==> src/rtl/core/qlmg_pkg.sv <==
// shared constants, types and tables for the qr-like module generator
package qlmg_pkg;

    // coordinate field width and symbol geometry
    localparam int COORD_W    = 5;
    localparam int COORD_N    = 2 ** COORD_W;
    localparam int SIDE       = 29;
    localparam int MASK_BLOCK = 5;

    // format register
    localparam int FORMAT_W = 15;
    localparam logic [FORMAT_W-1:0] FORMAT_RESET = FORMAT_W'(21165);

    // apb register map
    localparam int APB_DATA_W = 32;
    localparam int APB_ADDR_W = 3;
    localparam logic REG_FORMAT_WORD = 1'b0;

    // one result transaction
    typedef struct packed {
        logic module_bit;
        logic is_reserved;
    } result_t;

    // parity of coord / MASK_BLOCK for every coordinate value
    function automatic logic [COORD_N-1:0] mask_parity_table();
        logic [COORD_N-1:0] t;
        t = '0;
        for (int i = 0; i < COORD_N; i++)
        begin
            t[i] = ((i / MASK_BLOCK) % 2) != 0;
        end
        return t;
    endfunction

    localparam logic [COORD_N-1:0] MASK_PARITY = mask_parity_table();

endpackage

==> src/rtl/core/qlmg_cfg.sv <==
// apb configuration register holding the format word
module qlmg_cfg (
    input  logic                                clk,
    input  logic                                rst_n,
    input  logic                                psel,
    input  logic                                penable,
    input  logic                                pwrite,
    input  logic [qlmg_pkg::APB_ADDR_W-1:0]     paddr,
    input  logic [qlmg_pkg::APB_DATA_W-1:0]     pwdata,
    output logic [qlmg_pkg::APB_DATA_W-1:0]     prdata,
    output logic                                pready,
    output logic [qlmg_pkg::FORMAT_W-1:0]       format_word
);

    logic [qlmg_pkg::FORMAT_W-1:0] format_reg;
    logic [qlmg_pkg::FORMAT_W-1:0] format_next;
    logic                          wr_en;
    logic                          sel_format;

    assign pready     = 1'b1;
    assign sel_format = (paddr[2] == qlmg_pkg::REG_FORMAT_WORD);
    assign wr_en      = psel && penable && pwrite && pready && sel_format;

    // format register update, upper data bits dropped
    always_comb
    begin
        format_next = format_reg;
        if (wr_en)
        begin
            format_next = pwdata[qlmg_pkg::FORMAT_W-1:0];
        end
    end

    always_ff @(posedge clk or negedge rst_n)
    begin
        if (!rst_n)
        begin
            format_reg <= qlmg_pkg::FORMAT_RESET;
        end
        else
        begin
            format_reg <= format_next;
        end
    end

    // read back
    always_comb
    begin
        prdata = '0;
        if (sel_format)
        begin
            prdata = qlmg_pkg::APB_DATA_W'(format_reg);
        end
    end

    assign format_word = format_reg;

endmodule

==> src/rtl/core/qlmg_pattern.sv <==
// function pattern lookup and data masking for one module position
module qlmg_pattern (
    input  logic [qlmg_pkg::COORD_W-1:0]    row,
    input  logic [qlmg_pkg::COORD_W-1:0]    col,
    input  logic                            data_bit,
    input  logic [qlmg_pkg::FORMAT_W-1:0]   format_word,
    output qlmg_pkg::result_t               result
);

    localparam int CW = qlmg_pkg::COORD_W;
    localparam int N  = qlmg_pkg::SIDE;

    localparam logic [CW-1:0] N_M1 = CW'(N - 1);
    localparam logic [CW-1:0] N_M5 = CW'(N - 5);
    localparam logic [CW-1:0] N_M8 = CW'(N - 8);
    localparam logic [CW-1:0] N_M9 = CW'(N - 9);
    localparam logic [CW-1:0] N_C  = CW'(N);

    // finder with separator, a and b measured from the outer corner
    function automatic logic finder_value(input logic [CW-1:0] a, input logic [CW-1:0] b);
        logic v;
        v = 1'b0;
        if (a >= CW'(7) || b >= CW'(7))
        begin
            v = 1'b0;
        end
        else if (a == CW'(0) || a == CW'(6) || b == CW'(0) || b == CW'(6))
        begin
            v = 1'b1;
        end
        else if (a >= CW'(2) && a <= CW'(4) && b >= CW'(2) && b <= CW'(4))
        begin
            v = 1'b1;
        end
        return v;
    endfunction

    // alignment square, a and b measured from its top-left corner
    function automatic logic align_value(input logic [CW-1:0] a, input logic [CW-1:0] b);
        logic v;
        v = (a == CW'(0)) || (a == CW'(4)) || (b == CW'(0)) || (b == CW'(4))
            || ((a == CW'(2)) && (b == CW'(2)));
        return v;
    endfunction

    logic [3:0] fmt_idx;
    logic       fmt_hit;
    logic       mask_bit;

    // format position decode
    always_comb
    begin
        fmt_idx = 4'd0;
        fmt_hit = 1'b0;
        priority if (col == CW'(8) && row <= CW'(5))
        begin
            fmt_idx = 4'(CW'(7) - row);
            fmt_hit = 1'b1;
        end
        else if (col == CW'(8) && row == CW'(7))
        begin
            fmt_idx = 4'd1;
            fmt_hit = 1'b1;
        end
        else if (row == CW'(8) && col == CW'(8))
        begin
            fmt_idx = 4'd0;
            fmt_hit = 1'b1;
        end
        else if (row == CW'(8) && col >= N_M8 && col <= N_M1)
        begin
            fmt_idx = 4'(N_M1 - col);
            fmt_hit = 1'b1;
        end
        else if ((row == CW'(8) || row == N_M9) && col <= CW'(5))
        begin
            fmt_idx = 4'(col + CW'(8));
            fmt_hit = 1'b1;
        end
        else if ((row == CW'(8) || row == N_M9) && col == CW'(7))
        begin
            fmt_idx = 4'd14;
            fmt_hit = 1'b1;
        end
        else
        begin
            fmt_idx = 4'd0;
            fmt_hit = 1'b0;
        end
    end

    // block checkerboard mask
    assign mask_bit = ~(qlmg_pkg::MASK_PARITY[row] ^ qlmg_pkg::MASK_PARITY[col]);

    // pattern priority: out-of-range positions, format, timing, alignment, finders, then masked data
    always_comb
    begin
        result.module_bit  = 1'b0;
        result.is_reserved = 1'b1;
        priority if (row >= N_C || col >= N_C)
        begin
            result.module_bit  = 1'b0;
            result.is_reserved = 1'b0;
        end
        else if (fmt_hit)
        begin
            result.module_bit = format_word[fmt_idx];
        end
        else if (row == CW'(6) && col >= CW'(8) && col <= N_M9)
        begin
            result.module_bit = ~col[0];
        end
        else if (col == CW'(6) && row >= CW'(8) && row <= N_M9)
        begin
            result.module_bit = ~row[0];
        end
        else if (row >= N_M9 && row <= N_M5 && col >= N_M9 && col <= N_M5)
        begin
            result.module_bit = align_value(row - N_M9, col - N_M9);
        end
        else if (row < CW'(8) && col < CW'(8))
        begin
            result.module_bit = finder_value(row, col);
        end
        else if (row >= N_M8 && col < CW'(8))
        begin
            result.module_bit = finder_value(N_M1 - row, col);
        end
        else if (row < CW'(8) && col >= N_M8)
        begin
            result.module_bit = finder_value(row, N_M1 - col);
        end
        else
        begin
            result.module_bit  = data_bit ^ mask_bit;
            result.is_reserved = 1'b0;
        end
    end

endmodule

==> src/rtl/core/qr_like_module_generator.sv <==
// top level: input register, pattern logic, result register, config port
// throughput: one transaction per cycle while the result side is not stalled, set by
// the single pattern lookup between two registers
// item_stall rises only while both the input register and the result register hold data
// reset (rst_n low, asynchronous) empties both registers and loads the format word default
module qr_like_module_generator (
    input  logic                                clk,
    input  logic                                rst_n,
    input  logic                                item_valid,
    output logic                                item_stall,
    input  logic [qlmg_pkg::COORD_W-1:0]        row,
    input  logic [qlmg_pkg::COORD_W-1:0]        col,
    input  logic                                data_bit,
    output logic                                result_valid,
    input  logic                                result_stall,
    output logic                                module_bit,
    output logic                                is_reserved,
    input  logic                                psel,
    input  logic                                penable,
    input  logic                                pwrite,
    input  logic [qlmg_pkg::APB_ADDR_W-1:0]     paddr,
    input  logic [qlmg_pkg::APB_DATA_W-1:0]     pwdata,
    output logic [qlmg_pkg::APB_DATA_W-1:0]     prdata,
    output logic                                pready
);

    logic [qlmg_pkg::FORMAT_W-1:0] format_word;

    logic                          in_valid_reg;
    logic [qlmg_pkg::COORD_W-1:0]  row_reg;
    logic [qlmg_pkg::COORD_W-1:0]  col_reg;
    logic                          data_reg;

    logic                          out_valid_reg;
    qlmg_pkg::result_t             out_reg;
    qlmg_pkg::result_t             result_next;

    logic                          out_load;
    logic                          in_load;

    // configuration register
    qlmg_cfg u_cfg (
        .clk         (clk),
        .rst_n       (rst_n),
        .psel        (psel),
        .penable     (penable),
        .pwrite      (pwrite),
        .paddr       (paddr),
        .pwdata      (pwdata),
        .prdata      (prdata),
        .pready      (pready),
        .format_word (format_word)
    );

    // pipeline advance
    assign out_load   = !out_valid_reg || !result_stall;
    assign in_load    = !in_valid_reg || out_load;
    assign item_stall = !in_load;

    // input register
    always_ff @(posedge clk or negedge rst_n)
    begin
        if (!rst_n)
        begin
            in_valid_reg <= 1'b0;
        end
        else if (in_load)
        begin
            in_valid_reg <= item_valid;
        end
    end

    always_ff @(posedge clk)
    begin
        if (in_load && item_valid)
        begin
            row_reg  <= row;
            col_reg  <= col;
            data_reg <= data_bit;
        end
    end

    // pattern lookup
    qlmg_pattern u_pattern (
        .row         (row_reg),
        .col         (col_reg),
        .data_bit    (data_reg),
        .format_word (format_word),
        .result      (result_next)
    );

    // result register
    always_ff @(posedge clk or negedge rst_n)
    begin
        if (!rst_n)
        begin
            out_valid_reg <= 1'b0;
        end
        else if (out_load)
        begin
            out_valid_reg <= in_valid_reg;
        end
    end

    always_ff @(posedge clk)
    begin
        if (out_load && in_valid_reg)
        begin
            out_reg <= result_next;
        end
    end

    assign result_valid = out_valid_reg;
    assign module_bit   = out_reg.module_bit;
    assign is_reserved  = out_reg.is_reserved;

endmodule

==> config.mk <==
export PLATFORM = sky130hd
export DESIGN_NAME = qr_like_module_generator
export DESIGN_NICKNAME = d
export VERILOG_FILES = /design/src/rtl/core/qlmg_pkg.sv /design/src/rtl/core/qlmg_cfg.sv /design/src/rtl/core/qlmg_pattern.sv /design/src/rtl/core/qr_like_module_generator.sv
export SDC_FILE = /design/constraint.sdc
export NUM_CORES = 1
export LEC_CHECK = 0
export BUFFER_PORTS_ARGS = -buffer_cell sky130_fd_sc_hd__buf_2
export CORE_MARGIN = 8
export CORE_UTILIZATION = 50
export DETAILED_ROUTE_END_ITERATION = 10
export HOLD_SLACK_MARGIN = 0.1
export PLACE_DENSITY = 0.8
export REMOVE_ABC_BUFFERS = 1
export SLEW_MARGIN = 5
export SYNTH_ARGS = -nofsm -noshare
export SYNTH_HDL_FRONTEND = slang
export SYNTH_HIERARCHICAL = 1
export SYNTH_SLANG_ARGS = --single-unit
==> constraint.sdc <==
create_clock -name clk -period 4.19 [get_ports clk]
set_clock_uncertainty 0.05 [all_clocks]
set_input_delay 0.2095 -clock clk [delete_from_list [all_inputs] [get_ports clk]]
set_output_delay 0.2095 -clock clk [all_outputs]
set_load 0.1 [all_outputs]
After elaboration in Yosys (flattened, before gate mapping)

Memory sizes are Yosys's and may differ from the RTL's. A register that Yosys moved wholly into a read port is not among the register bits.
Index checks and enable logic that the tools add are counted.

Register bits: 30
ROM bits: 64
Input port bits: 53
Output and inout bits: 37
Logic and storage cells: 169
Memories: 2

Memories:

| name             | words | bits a word | read ports | clocked after memory_dff | write ports | RTL line           | text |
|---|---|---|---|---|---|---|---|
| (name not given) | 32    | 1           | 1          | 1                        | 0           | qlmg_pattern.sv:93 | `assign mask_bit = ~(qlmg_pkg::MASK_PARITY[row] ^ qlmg_pkg::MASK_PARITY[col]);` |
| (name not given) | 32    | 1           | 1          | 1                        | 0           | qlmg_pattern.sv:93 |  |

Add/sub/neg operators: 6
Order comparisons: 32
Equal/unequal tests: 13
Multiplexer cells: 42
Bitwise logic cells: 6
Reductions and logical operators: 60

Operators with widths:

| kind                                                                         | count |
|---|---|
| 5-bit by 3-bit equality test with 1-bit output, second input constant        | 8 |
| 1-bit 2-to-1 mux                                                             | 32 |
| 1-bit logical AND                                                            | 31 |
| 5-bit >= comparator, second input constant                                   | 6 |
| 5-bit by 3-bit <= comparator with 1-bit output, second input constant        | 6 |
| 5-bit logical NOT                                                            | 6 |
| 5-bit <= comparator, second input constant                                   | 5 |
| 4-bit 2-to-1 mux                                                             | 6 |
| 5-bit by 2-bit >= comparator with 1-bit output, second input constant        | 4 |
| 5-bit by 3-bit >= comparator with 1-bit output, second input constant        | 4 |
| 1-bit logical OR                                                             | 19 |
| 15-bit 2-to-1 mux                                                            | 1 |
| 5-bit by 6-bit less-than comparator with 1-bit output, second input constant | 2 |
| 5-bit by 2-bit equality test with 1-bit output, second input constant        | 2 |
| 5-bit by 4-bit equality test with 1-bit output, second input constant        | 2 |
| 5-bit by 4-bit >= comparator with 1-bit output, second input constant        | 2 |
| 5-bit by 4-bit less-than comparator with 1-bit output, second input constant | 2 |
| 5-bit 2-to-1 mux                                                             | 2 |
| 5-bit subtractor, first input constant                                       | 2 |
| 5-bit subtractor, second input constant                                      | 2 |
| 5-bit equality test, second input constant                                   | 1 |
| 4-bit by 5-bit less-than comparator with 1-bit output, second input constant | 1 |
| 4-bit adder, second input constant                                           | 1 |
| 1-bit binary-select mux with 4-bit select                                    | 1 |
| 4 further kinds                                                              | 11 |

Depth between registers and ports, before layout

Gate-level depths: netlist of run 1.

Depth in word-level cells: 14
Depth in mapped cells: 13
Mapped depth without buffers: 12

By module

The synthesis of run 1 kept the hierarchy.

Modules (own cells, without submodules):

| module                   | times used | cells each | area an instance (µm²) | sequential area each (µm²) |
|---|---|---|---|---|
| qlmg_pattern             | 1          | 171        | 1218.7                 | 0.0 |
| qlmg_cfg                 | 1          | 68         | 873.3                  | 385.4 |
| qr_like_module_generator | 1          | 21         | 483.0                  | 440.4 |

Least setup slack after synthesis of run 1

OpenSTA, ideal clock, no wires.

Path kind: register -> register
Start point: register col_reg[0] in the netlist's numbering
End point: register out_reg (netlist bit module_bit) (data pin)
Setup time: 0.267 ns
Arrival time: 2.713 ns
Required time: 3.873 ns
Path slack: 1.160 ns
Stages on the path, launching flop included: 12
Buffers on the path: 1
Clock period less this slack: 3.030 ns
Cells stage by stage: edfxtp_1 buf_2 inv_1 ha_1 inv_1 ha_1 o32ai_1 a22o_2 mux2_4 a211o_1 a31oi_1 nor3_2

Word-level cells in the longest chain between the ends: 14
Elaborated cells between the ends (all ways): 94
Classes of those cells: add/sub: 3; order compare: 15; eq/ne: 6; mux: 30; bitwise: 1; reduce/logical: 39

RTL lines:

| what                                           | RTL line                        | text |
|---|---|---|
| from (decl)                                    | qr_like_module_generator.sv:31  | `logic [qlmg_pkg::COORD_W-1:0] col_reg;` |
| from (signal assigned)                         | qr_like_module_generator.sv:78  | `col_reg <= col;` |
| 5-bit subtractor                               | qlmg_pattern.sv:72              | `fmt_idx = 4'(N_M1 - col);` |
| 5-bit by 2-bit >= comparator with 1-bit output | qlmg_pattern.sv:31              | `else if (a >= CW'(2) && a <= CW'(4) && b >= CW'(2) && b <= CW'(4))` |
| 1-bit logical AND (2 in series)                | qlmg_pattern.sv:31              |  |
| 1-bit 2-to-1 mux                               | qlmg_pattern.sv:31              |  |
| 1-bit 2-to-1 mux                               | qlmg_pattern.sv:27              | `else if (a == CW'(0) \|\| a == CW'(6) \|\| b == CW'(0) \|\| b == CW'(6))` |
| 1-bit 2-to-1 mux                               | qlmg_pattern.sv:23              | `if (a >= CW'(7) \|\| b >= CW'(7))` |
| 1-bit 2-to-1 mux                               | qlmg_pattern.sv:129             | `else if (row < CW'(8) && col >= N_M8)` |
| 1-bit 2-to-1 mux                               | qlmg_pattern.sv:125             | `else if (row >= N_M8 && col < CW'(8))` |
| 1-bit 2-to-1 mux                               | qlmg_pattern.sv:121             | `else if (row < CW'(8) && col < CW'(8))` |
| 1-bit 2-to-1 mux                               | qlmg_pattern.sv:117             | `else if (row >= N_M9 && row <= N_M5 && col >= N_M9 && col <= N_M5)` |
| 1-bit 2-to-1 mux                               | qlmg_pattern.sv:113             | `else if (col == CW'(6) && row >= CW'(8) && row <= N_M9)` |
| 1-bit 2-to-1 mux                               | qlmg_pattern.sv:109             | `else if (row == CW'(6) && col >= CW'(8) && col <= N_M9)` |
| 1-bit 2-to-1 mux                               | qlmg_pattern.sv:105             | `else if (fmt_hit)` |
| to (signal assigned)                           | qr_like_module_generator.sv:109 | `out_reg <= result_next;` |
| to (decl)                                      | qr_like_module_generator.sv:35  | `qlmg_pkg::result_t out_reg;` |

Several ways; a longest one is shown, not always the timed one. The select of a mux whose other input is x is not followed.
A chain may end at the register's enable or synchronous reset.

Worst setup path in the final report of run 1

Start point: register col_reg[1] in the netlist's numbering
End point: register out_reg (netlist bit module_bit) (data pin)

Same word-level chain as after synthesis.

==> results of run 1 <==
==> path summary, 6_finish.rpt <==
| kind | startpoint | end | cells after the start |
|---|---|---|---|
| worst max-delay path | col_reg[1] | module_bit | 10 |
| worst min-delay path | pwdata[5] | u_cfg/format_word[5] | 2 |
| worst max register to register | col_reg[1] | module_bit | 10 |
| worst min register to register | in_valid_reg | result_valid | 1 |
| max in group asynchronous | rst_n | u_cfg/format_word[12] | 2 |
| min in group asynchronous | rst_n | u_cfg/format_word[4] | 2 |
==> layer usage <==
layer / vias to the layer above / global-route usage (%)
met5: - / 0
met4: 0 / 5.47
met3: 8 / 3.38
met2: 97 / 27.2
met1: 1005 / 19.5
li1: 1046 / -
==> cell usage after synthesis, types with 4 or more instances <==
master	count	area (µm²)
buf_4	18	135
a21oi_1	14	70.1
nor2b_1	14	87.6
edfxtp_1	13	390
ha_1	11	138
inv_1	11	41.3
mux2_4	11	165
nand2_1	11	41.3
nor2_1	11	41.3
mux2i_1	10	100
dfrtp_1	9	225
dfstp_2	8	210
nand2b_1	8	50.1
nor3_1	8	40.0
a31oi_1	6	37.5
nand3_1	6	30.0
and2b_1	5	37.5
clkbuf_1	5	18.8
mux2_2	5	56.3
a311oi_1	4	35.0
buf_2	4	20.0
o21a_1	4	30.0
or2_2	4	25.0
==> final cells by class <==
| class | instances | area [µm²] |
|---|---|---|
| Clock buffer | 7 | 86.3 |
| Clock inverter | 1 | 5.00 |
| Fill cell | 419 | 2020 |
| Inverter | 11 | 41.3 |
| Multi-Input combinational cell | 205 | 1570 |
| Sequential cell | 30 | 826 |
| Tap cell | 70 | 87.6 |
| Timing Repair Buffer | 67 | 405 |
==> where the power goes <==
| group | total (mW) | switching (mW) | internal [mW] |
|---|---|---|---|
| Clock | 0.232 | 0.100 | 0.132 |
| Sequential | 0.414 | 0.0466 | 0.367 |
| Combinational | 0.492 | 0.352 | 0.140 |
| Total | 1.14 | 0.499 | 0.639 |
==> stage by stage <==
| step | cells | hold slack (ns) | cell area, µm² | total power [mW] | utilization (%) |
|---|---|---|---|---|---|
| floorplan | 246 | -0.136 | 2430 | 0.809 | - |
| finish | 391 | 0.112 | 3020 | 1.14 | 59.9 |
| CTS | 391 | 0.107 | 3020 | 1.14 | 59.9 |
| global route | 391 | 0.107 | 3020 | 1.19 | 59.9 |
| global placement | 370 | 0.0902 | 2800 | 0.890 | 55.5 |
| detailed placement | 370 | 0.0962 | 2800 | 0.896 | 55.5 |
==> logic make-up (layout without fill, tap and decap cells) <==
logic type               Yosys count  count (layout)
multiplexers                      26              26
AND/OR/NAND/NOR                   84              84
AO/OA/AOI/OAI                     64              64
buffers and inverters             41              86
flip-flops                        30              30
other                              2              18
XOR/XNOR                           2               2
adder cells (fa/ha/maj)           11              11
==> worst max-delay path: stages, from the launching register on <==
cell and delay, ns:
edfxtp_1 0.57, inv_1 0.22, ha_1 0.33, inv_1 0.11
ha_1 0.36, o32ai_1 0.41, a22o_2 0.27, mux2_4 0.31
a211o_1 0.29, a31oi_1 0.19, nor3_2 0.06
==> timing repair <==
action                                  4_1_cts  5_1_grt
setup buffers                                 0        0
hold endpoints to repair                     29        0
hold buffers                                 13        0
endpoints found under the setup margin        0        0
==> results.md, run 1 <==
* Antenna Cells at 0
* Proportion of synthesized area in mux cells at 12.5%
* M1 WL at 2.66 mm
* Met3 wire length at 400 µm
* Worst EP required at 4.16 ns
* Power per cell area at 377 nW/µm²
* Register-to-register setup slack at 0.77 ns
* Vias in the first global route at 2,112
* Endpoints failing setup at 0
* Initial antenna violation count at 0
* # nets final at roughly 380
* Synthesized area at 2570 µm²
* Post-synth EDFFs at 13
* PortBufs at 52
* Max rail drop VDD at roughly 0.28 mV
* Met2 WL at just over 3 mm
* Core Rows at 26
* Worst Max-Slew Pin Slew at 0.620 ns
* Largest family of logic cells by synthesized area: simple AND/OR/NAND/NOR gates
* Fin crit share at 81.6%
* Longest Clk Path Bufs at 2
* Largest fanout on the critical path at 12
* Share of cells above drive strength 1 at 32.7%
* Final Wtd Congestion at 0.908
* Via/cell ratio at 5.51
* MaxCap Viol Count at 0
* CTS resizes at 0
* CP Class: flop to flop
* Die Span Y at between 80 and 90 µm
* # DRC at 0
* Adder-cell share of the synthesized area at 5.34%
* Largest net degree at the start of global routing at 19
* Fin Setup TNS at 0 ns
* XOR/XNOR Fraction of Synth Area at 1.21%
* Hold Path Class: primary input to flop
* Overflow left after global routing at 0
* Drt first pass iters at 4
* Root Buffer: clkbuf_8
* Antenna Violating Nets Remaining at 0
* Leading cell types in the layout, fill and taps excluded: buf_2, conb_1, nor2b_1, a21oi_1
* Yosys warning total at 6
* CTS tree: yes
* Commonest non-fill, non-tap cell in the layout: buf_2
* Final worst slack at between 0.7 and 0.8 ns
* Worst-Skew Late Latency at 0.27 ns
* Layout area overhead at 17.2%
* DPL Wire Length at roughly 4.5 mm
* TritonCTS Buffers at 5
* Final hold viol count at 0
* Post-Synth Simple-Gate Area at 20.7%
* Global-route wire length before repair at 9.89 mm
* Post-Syn Instances at 260
* RSZ-0062 raised after global routing: no
* Rel. slew slack at 58.7%
* Seq/Total Area, Yosys at between 30% and 40%
* Core area at a little over 5000 µm²
* Die width at 87.8 µm
* Fmax at about 0.29 GHz
* Register bit total from synthesis at 30
* Reg clk slew, reported paths at 0.06 ns
* WL per Instance at 15.9 µm
* Status: finished clean
* Area of the die at 7700 µm²
* # clock sinks at 30
* I/O pins at 90
* All-Layer GR Usage at 16.0%
* Synth cell types at 64
* Startpoint Class: flop
* Initial core utilization at ~50%
* Max reg flops at 15
* Ys flop type: edfxtp_1
* Worst EP arrival at 3.39 ns
* Top Metal Used: met4
* WL final at 6.23 mm
* Async SR Flop Fraction at 56.7%
* Final Max Slew Viols at 0
* CP Capture Type: flop
* H-tree Lvls at 2
* Syn Area/Cell at about 9.9 µm²
* Static Leak at between 1 and 1.5 nW
* Vias at ~2,200
* Post-route minimum period at 3.42 ns
* Iteration-0 DRC Markers at around 150
* Pre-CTS setup slack at 0.817 ns
* Compound-cell area share of the yosys netlist at about 19%
Power figures use the tool's default switching activity.
==> inputs of run 2 (changes only) <==
Settings changed: CORE_UTILIZATION 50 to 46, PLACE_DENSITY 0.8 to 0.77.
Clock period 4.19 ns to 2.7 ns, I/O delays scaled along.
==> results.md, run 2 (same netlist as run 1, synthesis figures left out) <==
* Met3 wire length at 536 µm (+34%)
* Final worst slack at -0.135 ns (-0.906 ns)
* MaxCap Viol Count at 0 (unchanged)
* Max reg flops at 15 (unchanged)
* Final Wtd Congestion at 0.907 (about the same)
* Rel. slew slack at 66.4% (+7.7 points)
* Max rail drop VDD at 0.490 mV (+73%)
* Drt first pass iters at 5 (+1)
* Overflow left after global routing at 0 (unchanged)
* TritonCTS Buffers at 5 (unchanged)
* Leading cell types in the layout, fill and taps excluded: buf_2, buf_4, dlygate4sd3_1
* Layout area overhead at 42.7%
* Static Leak at 1.70 nW (+22%)
* Fin crit share at 105% (+23 points)
* Worst hold margin at 0.248 ns (+0.136 ns)
* Comb pwr share at 47.6% (+4.4 points)
* CP cell instances: buf_4 -> buf_4 -> o21ai_2 -> o21ai_2 -> o32ai_4 -> a22o_2 -> mux2_4 -> a211o_1 -> a31oi_2 -> nor3_2
* Top Metal Used: met4
* CP Class: flop to flop
* Vias in the first global route at 2,443 (+16%)
* Die width at 90.8 µm (+3.5%)
* Delay-heaviest family, CP: compound AO/OA/AOI/OAI gates
* # DRC at 0 (unchanged)
* Fmax at 0.353 GHz (+21%)
* Longest Clk Path Bufs at 2 (unchanged)
* # clock sinks at 30 (unchanged)
* CP peak stage delay at 0.46 ns (-0.11 ns)
* M1 WL at 3.18 mm (+20%)
* Initial antenna violation count at 1 (+1)
* Register-to-register setup slack at -0.14 ns (-0.91 ns)
* Buf+Inv Stages, Crit Path at 2 (unchanged)
* Slowest CP cell: edfxtp_1
* Met2 WL at 4.04 mm (+31%)
* Clock power frac at 19.5% (-0.9 points)
* Startpoint Class: flop
* Core Rows at 27 (+3.8%)
* WL final at 7.98 mm (+28%)
* Share of cells above drive strength 1 at 42.2% (+9.5 points)
* Via/cell ratio at 5.42 (-1.6%)
* Iteration-0 DRC Markers at 207 (+36%)
* Switching part of the total at 43.9% (about the same)
* Worst Max-Slew Pin Slew at 0.504 ns (-0.115 ns)
* PortBufs at 52 (unchanged)
* P_int at 1.06 mW (+66%)
* Vias at 2,479 (+15%)
* I/O pins at 90 (unchanged)
* # nets final at 447 (+16%)
* All-Layer GR Usage at 18.1% (+2.1 points)
* Worst R2R End: module_bit
* Pre-CTS setup slack at -0.162 ns (-0.978 ns)
* Failing checks: negative setup slack
* RSZ-0062 raised after global routing: yes
* Area of the die at 8250 µm² (+7.1%)
* Commonest non-fill, non-tap cell in the layout: buf_2
* Final hold viol count at 0 (unchanged)
* Total Power at 1.89 mW (+66%)
* R2R cell count at 10 (unchanged)
* Post-route minimum period at 2.84 ns (-0.584 ns)
* WL per Instance at 17.5 µm (+9.5%)
* Status: finished, violations left
* Antenna Violating Nets Remaining at 0 (unchanged)
* Power per cell area at 514 nW/µm² (+36%)
* H-tree Lvls at 2 (unchanged)
* Psw at 829 µW (+66%)
* Fill cells at 408 (-2.6%)
* Root Buffer: clkbuf_8
* Largest net degree at the start of global routing at 18 (-1)
* DPL Wire Length at 5.28 mm (+18%)
* Initial core utilization at 47.1% (-4.0 points)
* Worst EP required at 2.68 ns (-1.48 ns)
* Reg-to-Reg Start: col_reg[0]
* CP Capture Type: flop
* Final Max Slew Viols at 0 (unchanged)
* Fin Setup TNS at -0.135 ns (-0.135 ns)
* Endpoints failing setup at 1 (+1)
* Post-DP Area at 3100 µm² (+11%)
* Worst EP arrival at 2.82 ns (-0.57 ns)
* Core area at 5470 µm² (+8.5%)
* Sequential group share of total power at 33.0% (-3.3 points)
* Die Span Y at 90.8 µm (+3.5%)
* Worst-Skew Late Latency at 0.28 ns (about the same)
* Hold Path Class: primary input to asynchronous set/reset pin
* Reg clk slew, reported paths at 0.06 ns (about the same)
* CTS tree: yes
* Global-route wire length before repair at 12.3 mm (+24%)
* Fin area at 3670 µm² (+22%)
* Largest fanout on the critical path at 6 (-6)
## run 2: cell count changes in the layout (fill, tap and decap cells not counted), moves of 2 or more
cell           before  now
buf_4               2   42
buf_6               0    5
ha_1               11    9
inv_1              11    9
inv_2               0    2
o32ai_4             0    2
dlygate4sd3_1      13   30
## run 2: what timing repair did
action / CTS / global route
endpoints found under the hold margin: 45 / 0
pin swaps: 11 / 6
gates cloned: 0 / 0
gates resized for setup: 12 / 10
setup endpoints to repair: 1 / 1
setup buffers: 4 / 2
hold buffers: 30 / 0
## run 2: power by group through the flow
stage | sequential, mW | combinational, mW | clock (mW)
floorplan | 0.669 | 0.587 | 0
global placement | 0.625 | 0.807 | 0
detailed placement | 0.629 | 0.816 | 0
CTS | 0.621 | 0.868 | 0.376
global route | 0.631 | 0.937 | 0.404
finish | 0.623 | 0.899 | 0.368
## run 2: cell type report
| class | count | area [µm²] | area share (%) |
|---|---|---|---|
| timing repair buffer | 130 | 952 | 25.9 |
| clock buffer | 7 | 86.3 | 2.35 |
| tap | 72 | 90.1 | 2.45 |
| antenna | 1 | 2.50 | 0.0681 |
| clock inverter | 1 | 5.00 | 0.136 |
| multi-input combinational | 205 | 1670 | 45.5 |
| inverter | 11 | 41.3 | 1.12 |
| sequential | 30 | 826 | 22.5 |
## run 2: how the worst max path moves through the flow
stage / from / endpoint / cells after the start
6_report: col_reg[0] / module_bit / 10
5_1_grt: row_reg[1] / module_bit / 11
4_1_cts: col_reg[1] / module_bit / 12
3_5_place_dp: row_reg[0] / module_bit / 11
3_3_place_gp: row_reg[0] / module_bit / 11
2_1_floorplan: col_reg[0] / module_bit / 10
## run 2: stage by stage
stage	utilization, %	instances
2_1_floorplan	-	246
3_3_place_gp	56.7	412
3_5_place_dp	56.7	412
4_1_cts	65.6	454
5_1_grt	67.1	457
6_report	67.1	457
## run 2: worst reg2reg max path, delay by kind of cell, from the launching register on
kind | cells | cell delay [ns]
AO/OA/AOI/OAI | 6 | 1.37
multiplexers | 1 | 0.30
flip-flops | 1 | 0.46
AND/OR/NAND/NOR | 1 | 0.07
buffers and inverters | 2 | 0.34
## run 2: per-layer routing
| layer | up-vias | global-route usage, % |
|---|---|---|
| met4 | 0 | 7.23 |
| met2 | 128 | 31.2 |
| met5 | - | 0 |
| li1 | 1165 | - |
| met3 | 19 | 3.33 |
| met1 | 1167 | 21.6 |
